<file path="src/hw/rtl/beat_interval_heart_rate_macros.svh">
// Assertion helpers for the beat interval heart rate block.
// The macros expect signals named clk and rst_n in the enclosing scope.
`ifndef BEAT_INTERVAL_HEART_RATE_MACROS_SVH
`define BEAT_INTERVAL_HEART_RATE_MACROS_SVH

// Same-cycle implication, checked outside reset.
`define BIHR_ASSERT_IMP(label, ante, cons) \
  label: assert property (@(posedge clk) disable iff (!rst_n) (ante) |-> (cons)) \
    else $error("same-cycle implication violated");

// Next-cycle implication, checked outside reset.
`define BIHR_ASSERT_NXT(label, ante, cons) \
  label: assert property (@(posedge clk) disable iff (!rst_n) (ante) |=> (cons)) \
    else $error("next-cycle implication violated");

`endif

</file>
<file path="src/hw/rtl/bihr_pkg.sv">
`timescale 1ns / 1ps
`default_nettype none

package bihr_pkg;

  localparam int TIME_W         = 32;
  localparam int CODE_W         = 8;
  localparam int SR_W           = 16;
  localparam int RATE_W         = 24;
  localparam int KIND_W         = 2;
  localparam int RATE_FRAC_BITS = 8;

  // 180 * sample rate is kept as one product; the six-interval rate uses twice it.
  localparam int SR_FACTOR  = 180;
  localparam int SR_RESET   = 250;
  localparam int PROD_W     = 24;
  localparam int PROD_RESET = SR_FACTOR * SR_RESET;

  // Sum of six 32-bit intervals needs 35 bits.
  localparam int DIVISOR_W  = 35;
  localparam int NUM_W      = PROD_W + RATE_FRAC_BITS + 1;
  localparam int DIVIDEND_W = ((NUM_W > DIVISOR_W) ? NUM_W : DIVISOR_W) + 1;
  localparam int CNT_W      = $clog2(DIVIDEND_W);

  localparam logic [KIND_W-1:0] KIND_COPY  = 2'd0;
  localparam logic [KIND_W-1:0] KIND_RATE3 = 2'd1;
  localparam logic [KIND_W-1:0] KIND_RATE6 = 2'd2;

  typedef struct packed {
    logic                  start;
    logic [DIVIDEND_W-1:0] dividend;
    logic [DIVISOR_W-1:0]  divisor;
  } div_req_t;

  typedef struct packed {
    logic              busy;
    logic              done;
    logic [RATE_W-1:0] rate;
  } div_rsp_t;

endpackage

`default_nettype wire

</file>
<file path="src/hw/rtl/bihr_div.sv">
`timescale 1ns / 1ps
`default_nettype none

// Restoring divider, one quotient bit per cycle, saturating to the rate width.
module bihr_div (
  input  wire logic              clk,
  input  wire logic              rst_n,
  input  wire bihr_pkg::div_req_t req,
  output bihr_pkg::div_rsp_t     rsp
);

  logic                            busy_r, busy_nxt;
  logic                            done_r, done_nxt;
  logic [bihr_pkg::CNT_W-1:0]      cnt_r, cnt_nxt;
  logic [bihr_pkg::DIVISOR_W-1:0]  rem_r, rem_nxt;
  logic [bihr_pkg::DIVIDEND_W-1:0] quo_r, quo_nxt;
  logic [bihr_pkg::DIVISOR_W-1:0]  dvs_r, dvs_nxt;
  logic [bihr_pkg::DIVISOR_W:0]    trial;
  logic [bihr_pkg::DIVISOR_W+1:0]  diff;
  logic                            sub_ok;

  always_comb begin
    trial  = {rem_r, quo_r[bihr_pkg::DIVIDEND_W-1]};
    diff   = {1'b0, trial} - {2'b00, dvs_r};
    sub_ok = ~diff[bihr_pkg::DIVISOR_W+1];

    busy_nxt = busy_r;
    done_nxt = 1'b0;
    cnt_nxt  = cnt_r;
    rem_nxt  = rem_r;
    quo_nxt  = quo_r;
    dvs_nxt  = dvs_r;

    if (req.start) begin
      busy_nxt = 1'b1;
      cnt_nxt  = '0;
      rem_nxt  = '0;
      quo_nxt  = req.dividend;
      dvs_nxt  = req.divisor;
    end else if (busy_r) begin
      rem_nxt = sub_ok ? diff[bihr_pkg::DIVISOR_W-1:0] : trial[bihr_pkg::DIVISOR_W-1:0];
      quo_nxt = {quo_r[bihr_pkg::DIVIDEND_W-2:0], sub_ok};
      cnt_nxt = cnt_r + bihr_pkg::CNT_W'(1);
      if (cnt_r == bihr_pkg::CNT_W'(bihr_pkg::DIVIDEND_W - 1)) begin
        busy_nxt = 1'b0;
        done_nxt = 1'b1;
      end
    end
  end

  always_ff @(posedge clk) begin
    if (!rst_n) begin
      busy_r <= 1'b0;
      done_r <= 1'b0;
      cnt_r  <= '0;
    end else begin
      busy_r <= busy_nxt;
      done_r <= done_nxt;
      cnt_r  <= cnt_nxt;
    end
  end

  always_ff @(posedge clk) begin
    rem_r <= rem_nxt;
    quo_r <= quo_nxt;
    dvs_r <= dvs_nxt;
  end

  assign rsp.busy = busy_r;
  assign rsp.done = done_r;
  assign rsp.rate = (|quo_r[bihr_pkg::DIVIDEND_W-1:bihr_pkg::RATE_W]) ?
                    '1 : quo_r[bihr_pkg::RATE_W-1:0];

endmodule

`default_nettype wire

</file>
<file path="src/hw/rtl/beat_interval_heart_rate.sv">
`timescale 1ns / 1ps
`default_nettype none
// Beat interval heart rate. Annotation words enter on the in_ stream and result words
// leave on the out_ stream. Each input word yields up to three result words: a copy of
// the annotation (unless it is a measurement), a rate over the last three beat intervals,
// and a rate over the last six normal-to-normal intervals. The final word of an input is
// marked with out_tlast. The sample rate is to be written through cfg_wr_en / cfg_wr_data
// only while the block is idle; the block itself does not enforce this. It resets to 250
// samples per second. The block takes one word at a time: in_tready is low from acceptance
// until the sequencer has finished the word. Each rate takes one pass of the shared
// restoring divider, which produces one quotient bit per cycle.
// Reset clears the beat history, the interval window and the output valid flag, and
// restores the sample rate. When the receiver stalls, the pending result word holds in
// the output register and the sequencer waits; the next input word can be accepted while
// the last result of the previous one still waits in the output register.
module beat_interval_heart_rate (
  input  wire logic        clk,
  input  wire logic        rst_n,
  input  wire logic        cfg_wr_en,
  input  wire logic [15:0] cfg_wr_data,   // sample_rate_hz
  input  wire logic        in_tvalid,
  output logic             in_tready,
  input  wire logic [39:0] in_tdata,      // sample_time[31:0], ann_code[39:32]
  input  wire logic [2:0]  in_tuser,      // is_beat[0], is_normal_beat[1], is_measurement[2]
  output logic             out_tvalid,
  input  wire logic        out_tready,
  output logic [63:0]      out_tdata,     // out_time[31:0], out_code[39:32], rate_bpm[63:40]
  output logic [1:0]       out_tuser,     // result_kind[1:0]
  output logic             out_tlast      // last_result
);

`include "beat_interval_heart_rate_macros.svh"

  typedef enum logic [9:0] {
    S_IDLE   = 10'b0000000001,
    S_SUM    = 10'b0000000010,
    S_SHIFT  = 10'b0000000100,
    S_COPY   = 10'b0000001000,
    S_DIV1   = 10'b0000010000,
    S_DIV1W  = 10'b0000100000,
    S_EMIT1  = 10'b0001000000,
    S_DIV2   = 10'b0010000000,
    S_DIV2W  = 10'b0100000000,
    S_EMIT2  = 10'b1000000000
  } state_t;

  localparam int TW = bihr_pkg::TIME_W;
  localparam int DW = bihr_pkg::DIVISOR_W;
  localparam int NW = bihr_pkg::DIVIDEND_W;

  state_t state_r, state_nxt;

  // 180 times the sample rate, updated on each configuration write.
  logic [bihr_pkg::PROD_W-1:0] prod_r, prod_nxt;

  // Beat history and normal interval window with its running sum.
  logic [TW-1:0] bt_r  [3];
  logic [TW-1:0] bt_nxt[3];
  logic [TW-1:0] nn_r  [5];
  logic [TW-1:0] nn_nxt[5];
  logic [DW-1:0] sum_r, sum_nxt;
  logic          prevn_r, prevn_nxt;

  // Per-item work registers.
  logic [TW-1:0]              t_r, t_nxt;
  logic [bihr_pkg::CODE_W-1:0] code_r, code_nxt;
  logic [TW-1:0]              span_r, span_nxt;
  logic [TW-1:0]              nn0_r, nn0_nxt;
  logic [DW-1:0]              div2_r, div2_nxt;
  logic                       copy_r, copy_nxt;
  logic                       r1_r, r1_nxt;
  logic                       r2_r, r2_nxt;
  logic                       upd_r, upd_nxt;

  // Output register.
  logic                        ov_r, ov_nxt;
  logic [bihr_pkg::KIND_W-1:0] okind_r, okind_nxt;
  logic [TW-1:0]               otime_r, otime_nxt;
  logic [bihr_pkg::CODE_W-1:0] ocode_r, ocode_nxt;
  logic [bihr_pkg::RATE_W-1:0] orate_r, orate_nxt;
  logic                        olast_r, olast_nxt;

  bihr_pkg::div_req_t div_req;
  bihr_pkg::div_rsp_t div_rsp;

  logic          in_acc;
  logic          slot_free;
  logic [TW-1:0] in_time;
  logic          in_beat, in_norm, in_meas;

  bihr_div u_div (
    .clk   (clk),
    .rst_n (rst_n),
    .req   (div_req),
    .rsp   (div_rsp)
  );

  assign in_tready = (state_r == S_IDLE);
  assign in_acc    = in_tvalid & in_tready;
  assign slot_free = ~ov_r | out_tready;
  assign in_time   = in_tdata[31:0];
  assign in_beat   = in_tuser[0];
  assign in_norm   = in_tuser[1];
  assign in_meas   = in_tuser[2];

  always_comb begin
    state_nxt = state_r;
    prod_nxt  = prod_r;
    bt_nxt    = bt_r;
    nn_nxt    = nn_r;
    sum_nxt   = sum_r;
    prevn_nxt = prevn_r;
    t_nxt     = t_r;
    code_nxt  = code_r;
    span_nxt  = span_r;
    nn0_nxt   = nn0_r;
    div2_nxt  = div2_r;
    copy_nxt  = copy_r;
    r1_nxt    = r1_r;
    r2_nxt    = r2_r;
    upd_nxt   = upd_r;

    // The output register empties when taken; a load below refills it.
    ov_nxt    = ov_r & ~out_tready;
    okind_nxt = okind_r;
    otime_nxt = otime_r;
    ocode_nxt = ocode_r;
    orate_nxt = orate_r;
    olast_nxt = olast_r;

    div_req.start    = 1'b0;
    div_req.dividend = (NW'(prod_r) << bihr_pkg::RATE_FRAC_BITS) + NW'(span_r >> 1);
    div_req.divisor  = DW'(span_r);

    if (cfg_wr_en) begin
      prod_nxt = bihr_pkg::PROD_W'(bihr_pkg::SR_FACTOR) * bihr_pkg::PROD_W'(cfg_wr_data);
    end

    unique case (state_r)
      S_IDLE: begin
        if (in_acc) begin
          t_nxt    = in_time;
          code_nxt = in_tdata[39:32];
          span_nxt = in_time - bt_r[2];
          nn0_nxt  = in_time - bt_r[0];
          copy_nxt = ~in_meas;
          r1_nxt   = in_beat & (bt_r[2] != '0);
          upd_nxt  = in_beat & in_norm & prevn_r;
          r2_nxt   = in_beat & in_norm & prevn_r & (nn_r[4] != '0);
          if (in_beat) begin
            bt_nxt[2] = bt_r[1];
            bt_nxt[1] = bt_r[0];
            bt_nxt[0] = in_time;
            prevn_nxt = in_norm;
          end
          state_nxt = S_SUM;
        end
      end
      S_SUM: begin
        div2_nxt  = sum_r + DW'(nn0_r);
        state_nxt = S_SHIFT;
      end
      S_SHIFT: begin
        if (upd_r) begin
          sum_nxt   = div2_r - DW'(nn_r[4]);
          nn_nxt[4] = nn_r[3];
          nn_nxt[3] = nn_r[2];
          nn_nxt[2] = nn_r[1];
          nn_nxt[1] = nn_r[0];
          nn_nxt[0] = nn0_r;
        end
        state_nxt = S_COPY;
      end
      S_COPY: begin
        if (!copy_r) begin
          state_nxt = S_DIV1;
        end else if (slot_free) begin
          ov_nxt    = 1'b1;
          okind_nxt = bihr_pkg::KIND_COPY;
          otime_nxt = t_r;
          ocode_nxt = code_r;
          orate_nxt = '0;
          olast_nxt = ~(r1_r | r2_r);
          state_nxt = S_DIV1;
        end
      end
      S_DIV1: begin
        if (r1_r) begin
          div_req.start = 1'b1;
          state_nxt     = S_DIV1W;
        end else begin
          state_nxt = S_DIV2;
        end
      end
      S_DIV1W: begin
        if (div_rsp.done) begin
          state_nxt = S_EMIT1;
        end
      end
      S_EMIT1: begin
        if (slot_free) begin
          ov_nxt    = 1'b1;
          okind_nxt = bihr_pkg::KIND_RATE3;
          otime_nxt = t_r + TW'(1);
          ocode_nxt = '0;
          orate_nxt = div_rsp.rate;
          olast_nxt = ~r2_r;
          state_nxt = S_DIV2;
        end
      end
      S_DIV2: begin
        // Twice the stored product gives the 360 factor of the six-interval rate.
        div_req.dividend = (NW'(prod_r) << (bihr_pkg::RATE_FRAC_BITS + 1)) +
                           NW'(div2_r >> 1);
        div_req.divisor  = div2_r;
        if (r2_r) begin
          div_req.start = 1'b1;
          state_nxt     = S_DIV2W;
        end else begin
          state_nxt = S_IDLE;
        end
      end
      S_DIV2W: begin
        if (div_rsp.done) begin
          state_nxt = S_EMIT2;
        end
      end
      S_EMIT2: begin
        if (slot_free) begin
          ov_nxt    = 1'b1;
          okind_nxt = bihr_pkg::KIND_RATE6;
          otime_nxt = t_r + TW'(2);
          ocode_nxt = '0;
          orate_nxt = div_rsp.rate;
          olast_nxt = 1'b1;
          state_nxt = S_IDLE;
        end
      end
      default: begin
        state_nxt = S_IDLE;
      end
    endcase
  end

  always_ff @(posedge clk) begin
    if (!rst_n) begin
      state_r <= S_IDLE;
      prod_r  <= bihr_pkg::PROD_W'(bihr_pkg::PROD_RESET);
      bt_r    <= '{default: '0};
      nn_r    <= '{default: '0};
      sum_r   <= '0;
      prevn_r <= 1'b0;
      ov_r    <= 1'b0;
    end else begin
      state_r <= state_nxt;
      prod_r  <= prod_nxt;
      bt_r    <= bt_nxt;
      nn_r    <= nn_nxt;
      sum_r   <= sum_nxt;
      prevn_r <= prevn_nxt;
      ov_r    <= ov_nxt;
    end
  end

  always_ff @(posedge clk) begin
    t_r     <= t_nxt;
    code_r  <= code_nxt;
    span_r  <= span_nxt;
    nn0_r   <= nn0_nxt;
    div2_r  <= div2_nxt;
    copy_r  <= copy_nxt;
    r1_r    <= r1_nxt;
    r2_r    <= r2_nxt;
    upd_r   <= upd_nxt;
    okind_r <= okind_nxt;
    otime_r <= otime_nxt;
    ocode_r <= ocode_nxt;
    orate_r <= orate_nxt;
    olast_r <= olast_nxt;
  end

  assign out_tvalid = ov_r;
  assign out_tdata  = {orate_r, ocode_r, otime_r};
  assign out_tuser  = okind_r;
  assign out_tlast  = olast_r;

  // Once a word is taken the sequencer is busy with it.
  `BIHR_ASSERT_NXT(a_busy_after_accept, in_acc, !in_tready)
  // The divider is only started when it is free.
  `BIHR_ASSERT_IMP(a_div_start_free, div_req.start, !div_rsp.busy)
  // A finished division is always awaited by the sequencer.
  `BIHR_ASSERT_IMP(a_div_done_awaited, div_rsp.done, state_r == S_DIV1W || state_r == S_DIV2W)

endmodule

`default_nettype wire
</file>
<file path="config.mk">
export PLATFORM = sky130hd
export DESIGN_NAME = beat_interval_heart_rate
export DESIGN_NICKNAME = d
export VERILOG_FILES = /design/src/hw/rtl/bihr_pkg.sv /design/src/hw/rtl/bihr_div.sv /design/src/hw/rtl/beat_interval_heart_rate.sv
export VERILOG_INCLUDE_DIRS = /design/src /design/src/hw/rtl
export SDC_FILE = /design/constraint.sdc
export NUM_CORES = 2
export LEC_CHECK = 0
export ABC_CLOCK_PERIOD_IN_PS = 4800
export BUFFER_PORTS_ARGS = -buffer_cell sky130_fd_sc_hd__buf_2
export CAP_MARGIN = 0
export CORE_MARGIN = 10
export CORE_UTILIZATION = 57
export DETAILED_ROUTE_END_ITERATION = 10
export PLACE_DENSITY = 0.77
export SYNTH_ARGS = -nofsm -noshare
export SYNTH_HDL_FRONTEND = slang
export SYNTH_SLANG_ARGS = --single-unit
export TNS_END_PERCENT = 20
</file>
<file path="constraint.sdc">
create_clock -name clk -period 4.8 [get_ports clk]
set_input_delay 0.48 -clock clk [delete_from_list [all_inputs] [get_ports clk]]
set_output_delay 0.48 -clock clk [all_outputs]
set_load 0.02 [all_outputs]
</file>
==> reports/metrics.csv <==
metric,value,unit
Pins Over Slew Limit,0,
most frequent standard cell in the layout excluding fill and tap cells,sky130_fd_sc_hd__nand2_1,
Layout Nets,4464,
part of the total power dissipated in the clock network,0.372,
max_cap viols,0,
syn_nets,4394,
relative slew slack,0.181,
most area-hungry cell type in the Yosys netlist,sky130_fd_sc_hd__edfxtp_1,
total CTS buffers,71,
final RePlAce weighted congestion,0.947,
reg-to-reg startpoint,u_div.quo_r[35],
total routed wirelength,89000,um
Die ar.,0.0730,mm2
post-route DRC violation count,0,
CP Data Required Time,5.36,ns
cell area power density,392,mW/mm2
root buffer cell,sky130_fd_sc_hd__clkbuf_16,
number of buffers on the longest clock path,3,
"commonest cells after routing, fill and taps aside","sky130_fd_sc_hd__nand2_1, sky130_fd_sc_hd__a21oi_1, sky130_fd_sc_hd__dfxtp_1",
post-CTS resize count,0,
portion of total power attributed to combinational logic,0.215,
number of antenna violations at the first check in global routing,0,
number of hold-repair buffers added at the cts stage,0,
Worst-path clk slew,0.06,ns
number of warning messages in the yosys log,0,
mean routed wirelength per cell,17.7,um
Final period util,0.775,
horizontal die dimension,270,um
buffers inserted by post-CTS timing repair,0,
Least-Margin Pin Slew,1.23,ns
number of I/O pins,133,
synthesized area per cell,8.80,um2
layout cells sized above 1,0.0740,
share of flip-flops with an asynchronous set or reset,0,
post-synthesis cell area,0.0357,mm2
Critical Path Fanout Max,13,
min-delay src,in_tdata[36],
top flip-flop cell by instance count after synthesis,sky130_fd_sc_hd__dfxtp_1,
highest ir drop seen on vdd,0.000291,V
worst endpoint data arrival time,4.28,ns
number of placement rows,91,
setup TNS,0,ns
part of the power in registers,0.413,
number of enable flip-flop cells after synthesis,281,
Leakage,15.4,nW
synthesized instance count,4050,
total of flip-flops plus latches after synthesis,649,
maximum number of pins on one net before global-route repair,198,
CP Capture Type,register,
final setup violation count,0,
CTS tree,yes,
fmax,269,MHz
First-pass DRT Iterations,5,
top area cells in the synthesized netlist,"sky130_fd_sc_hd__edfxtp_1, sky130_fd_sc_hd__dfxtp_1, sky130_fd_sc_hd__nand2_1",
share of the synthesized area in the top cell type,0.237,
Area Growth Syn to Fin,10.9,%
run status,"finished, final reports clean",
half-perimeter wire length after detailed placement,64400,um
post-placement cell count,4884,
final cell count without fillers,5016,
Hold WC Path Type,primary input to register,
internal cell power,0.0110,W
count of port buffers added during placement,132,
global-route usage over all layers,0.236,
DR vias,28590,
switching share of power,0.293,
Yosys cell types,76,
drt initial violations,2607,
skew final,0.0328,ns
average via count per standard cell,5.70,
number of endpoints with negative hold slack in the final report,0,
count of H-tree levels built during CTS,3,
residual overflow from global routing,0,
effective utilization at floorplan,0.577,
"Seq/Total Area, Yosys",0.443,
vertical extent of the die,270,um
CTS Sinks,649,
source-to-sink clock delay at the later pin of the worst-skew pair,0.63,ns
reported net switching power,0.00454,W
startpoint kind of the worst setup timing path,register,
Post-DRT Antenna Nets,0,
vias in the first global route,26868,
global-route wire length before repair,142000,um
crit path launch,u_div.quo_r[35],
minimum period implied by the final worst setup slack,3.72,ns
startpoint-to-endpoint class of the critical path,register to register,
RSZ-0062 raised after global routing,no,
area inside the core boundary,0.0618,mm2
-- layer usage --
metal / track usage / vias to the layer above / wire length, um
met5: 0 / - / 0
met4: 0.0745 / 0 / 2690
met3: 0.0342 / 154 / 4410
met2: 0.391 / 712 / 41800
met1: 0.315 / 13490 / 40000
li1: - / 14234 / -
-- registers in the layout, summed over array words and instances (netlist names), 6 cells and up --
signal	count
nn_r	160
bt_r	96
u_div.quo_r	36
div2_r	35
sum_r	35
u_div.dvs_r	35
u_div.rem_r	35
nn0_r	32
otime_r	32
span_r	32
t_r	32
orate_r	24
prod_r	22
state_r	10
code_r	8
ocode_r	8
u_div.cnt_r	6
-- path summary, 6_finish.rpt --
path	endpoint	slack (ns)	depth (start not counted)
max	u_div.rem_r[12]	1.08	13
min	code_r[4]	0.03	1
max reg2reg	u_div.rem_r[12]	1.08	13
min reg2reg	bt_r[18]	0.44	2
-- synthesized netlist by cell type (18+ instances only) --
master                     instances
sky130_fd_sc_hd__a211oi_1         18
sky130_fd_sc_hd__a21o_1          102
sky130_fd_sc_hd__a21oi_1         479
sky130_fd_sc_hd__a31oi_1          50
sky130_fd_sc_hd__and2_1           21
sky130_fd_sc_hd__and3_1           27
sky130_fd_sc_hd__clkbuf_1        141
sky130_fd_sc_hd__dfxtp_1         368
sky130_fd_sc_hd__edfxtp_1        281
sky130_fd_sc_hd__fa_1             26
sky130_fd_sc_hd__ha_1            254
sky130_fd_sc_hd__inv_1           245
sky130_fd_sc_hd__nand2_1         891
sky130_fd_sc_hd__nand2b_1         38
sky130_fd_sc_hd__nand3_1          58
sky130_fd_sc_hd__nand4_1          30
sky130_fd_sc_hd__nor2_1          185
sky130_fd_sc_hd__nor2b_1          43
sky130_fd_sc_hd__nor3_1           42
sky130_fd_sc_hd__nor4_1           27
sky130_fd_sc_hd__o211ai_1         21
sky130_fd_sc_hd__o21a_1           73
sky130_fd_sc_hd__o21ai_0         160
sky130_fd_sc_hd__o21bai_1         25
sky130_fd_sc_hd__xnor2_1         155
sky130_fd_sc_hd__xor2_1           69
-- stage by stage --
| step | area [um2] | util | hold slack [ns] | total power (W) | setup WS [ns] |
|---|---|---|---|---|---|
| 2_1_floorplan | 35700 | - | 0.432 | 0.00893 | 0.500 |
| 3_3_place_gp | 37000 | 0.599 | 0.436 | 0.00974 | 0.574 |
| 3_5_place_dp | 37000 | 0.599 | 0.441 | 0.00978 | 0.528 |
| 4_1_cts | 39600 | 0.640 | 0.00413 | 0.0155 | 1.07 |
| 5_1_grt | 39600 | 0.640 | 0.0182 | 0.0162 | 0.816 |
| 6_report | 39600 | 0.640 | 0.0296 | 0.0155 | 1.08 |
-- cells by family after synthesis --
group,Yosys count,synth area share
flip-flops,649,0.443
XOR/XNOR,224,0.0550
buffers and inverters,408,0.0435
multiplexers,16,0.00453
adder cells (fa/ha/maj),280,0.104
AO/OA/AOI/OAI,1046,0.177
AND/OR/NAND/NOR,1427,0.173
-- power by group through the flow --
stage               clock (W)  sequential (W)  combinational [W]
finish                0.00577         0.00640            0.00333
global route          0.00607         0.00642            0.00372
CTS                   0.00584         0.00639            0.00330
detailed placement          0         0.00651            0.00327
global placement            0         0.00650            0.00324
floorplan                   0         0.00635            0.00258
-- cell type report --
type | instances | area (um2)
clock buffer | 108 | 2160
inverter | 247 | 935
sequential | 649 | 15800
tap | 837 | 1050
fill | 5153 | 22300
antenna | 1 | 2.50
timing repair buffer | 158 | 918
clock inverter | 23 | 345
multi-input combinational | 2993 | 18300
-- critical path, cell delays in order (launching register included) --
cell                       delay, ns
sky130_fd_sc_hd__edfxtp_1       0.44
sky130_fd_sc_hd__inv_1          0.07
sky130_fd_sc_hd__ha_1           0.20
sky130_fd_sc_hd__fa_1           0.41
sky130_fd_sc_hd__nor2b_1        0.13
sky130_fd_sc_hd__o21a_1         0.14
sky130_fd_sc_hd__o21ai_1        0.11
sky130_fd_sc_hd__a2111o_1       0.43
sky130_fd_sc_hd__a21oi_1        0.32
sky130_fd_sc_hd__o211ai_1       0.18
sky130_fd_sc_hd__nand3_1        0.11
sky130_fd_sc_hd__nand2_1        0.34
sky130_fd_sc_hd__or4_1          0.62
sky130_fd_sc_hd__a31oi_1        0.16
Note: power is estimated with default switching activity, not from simulation.
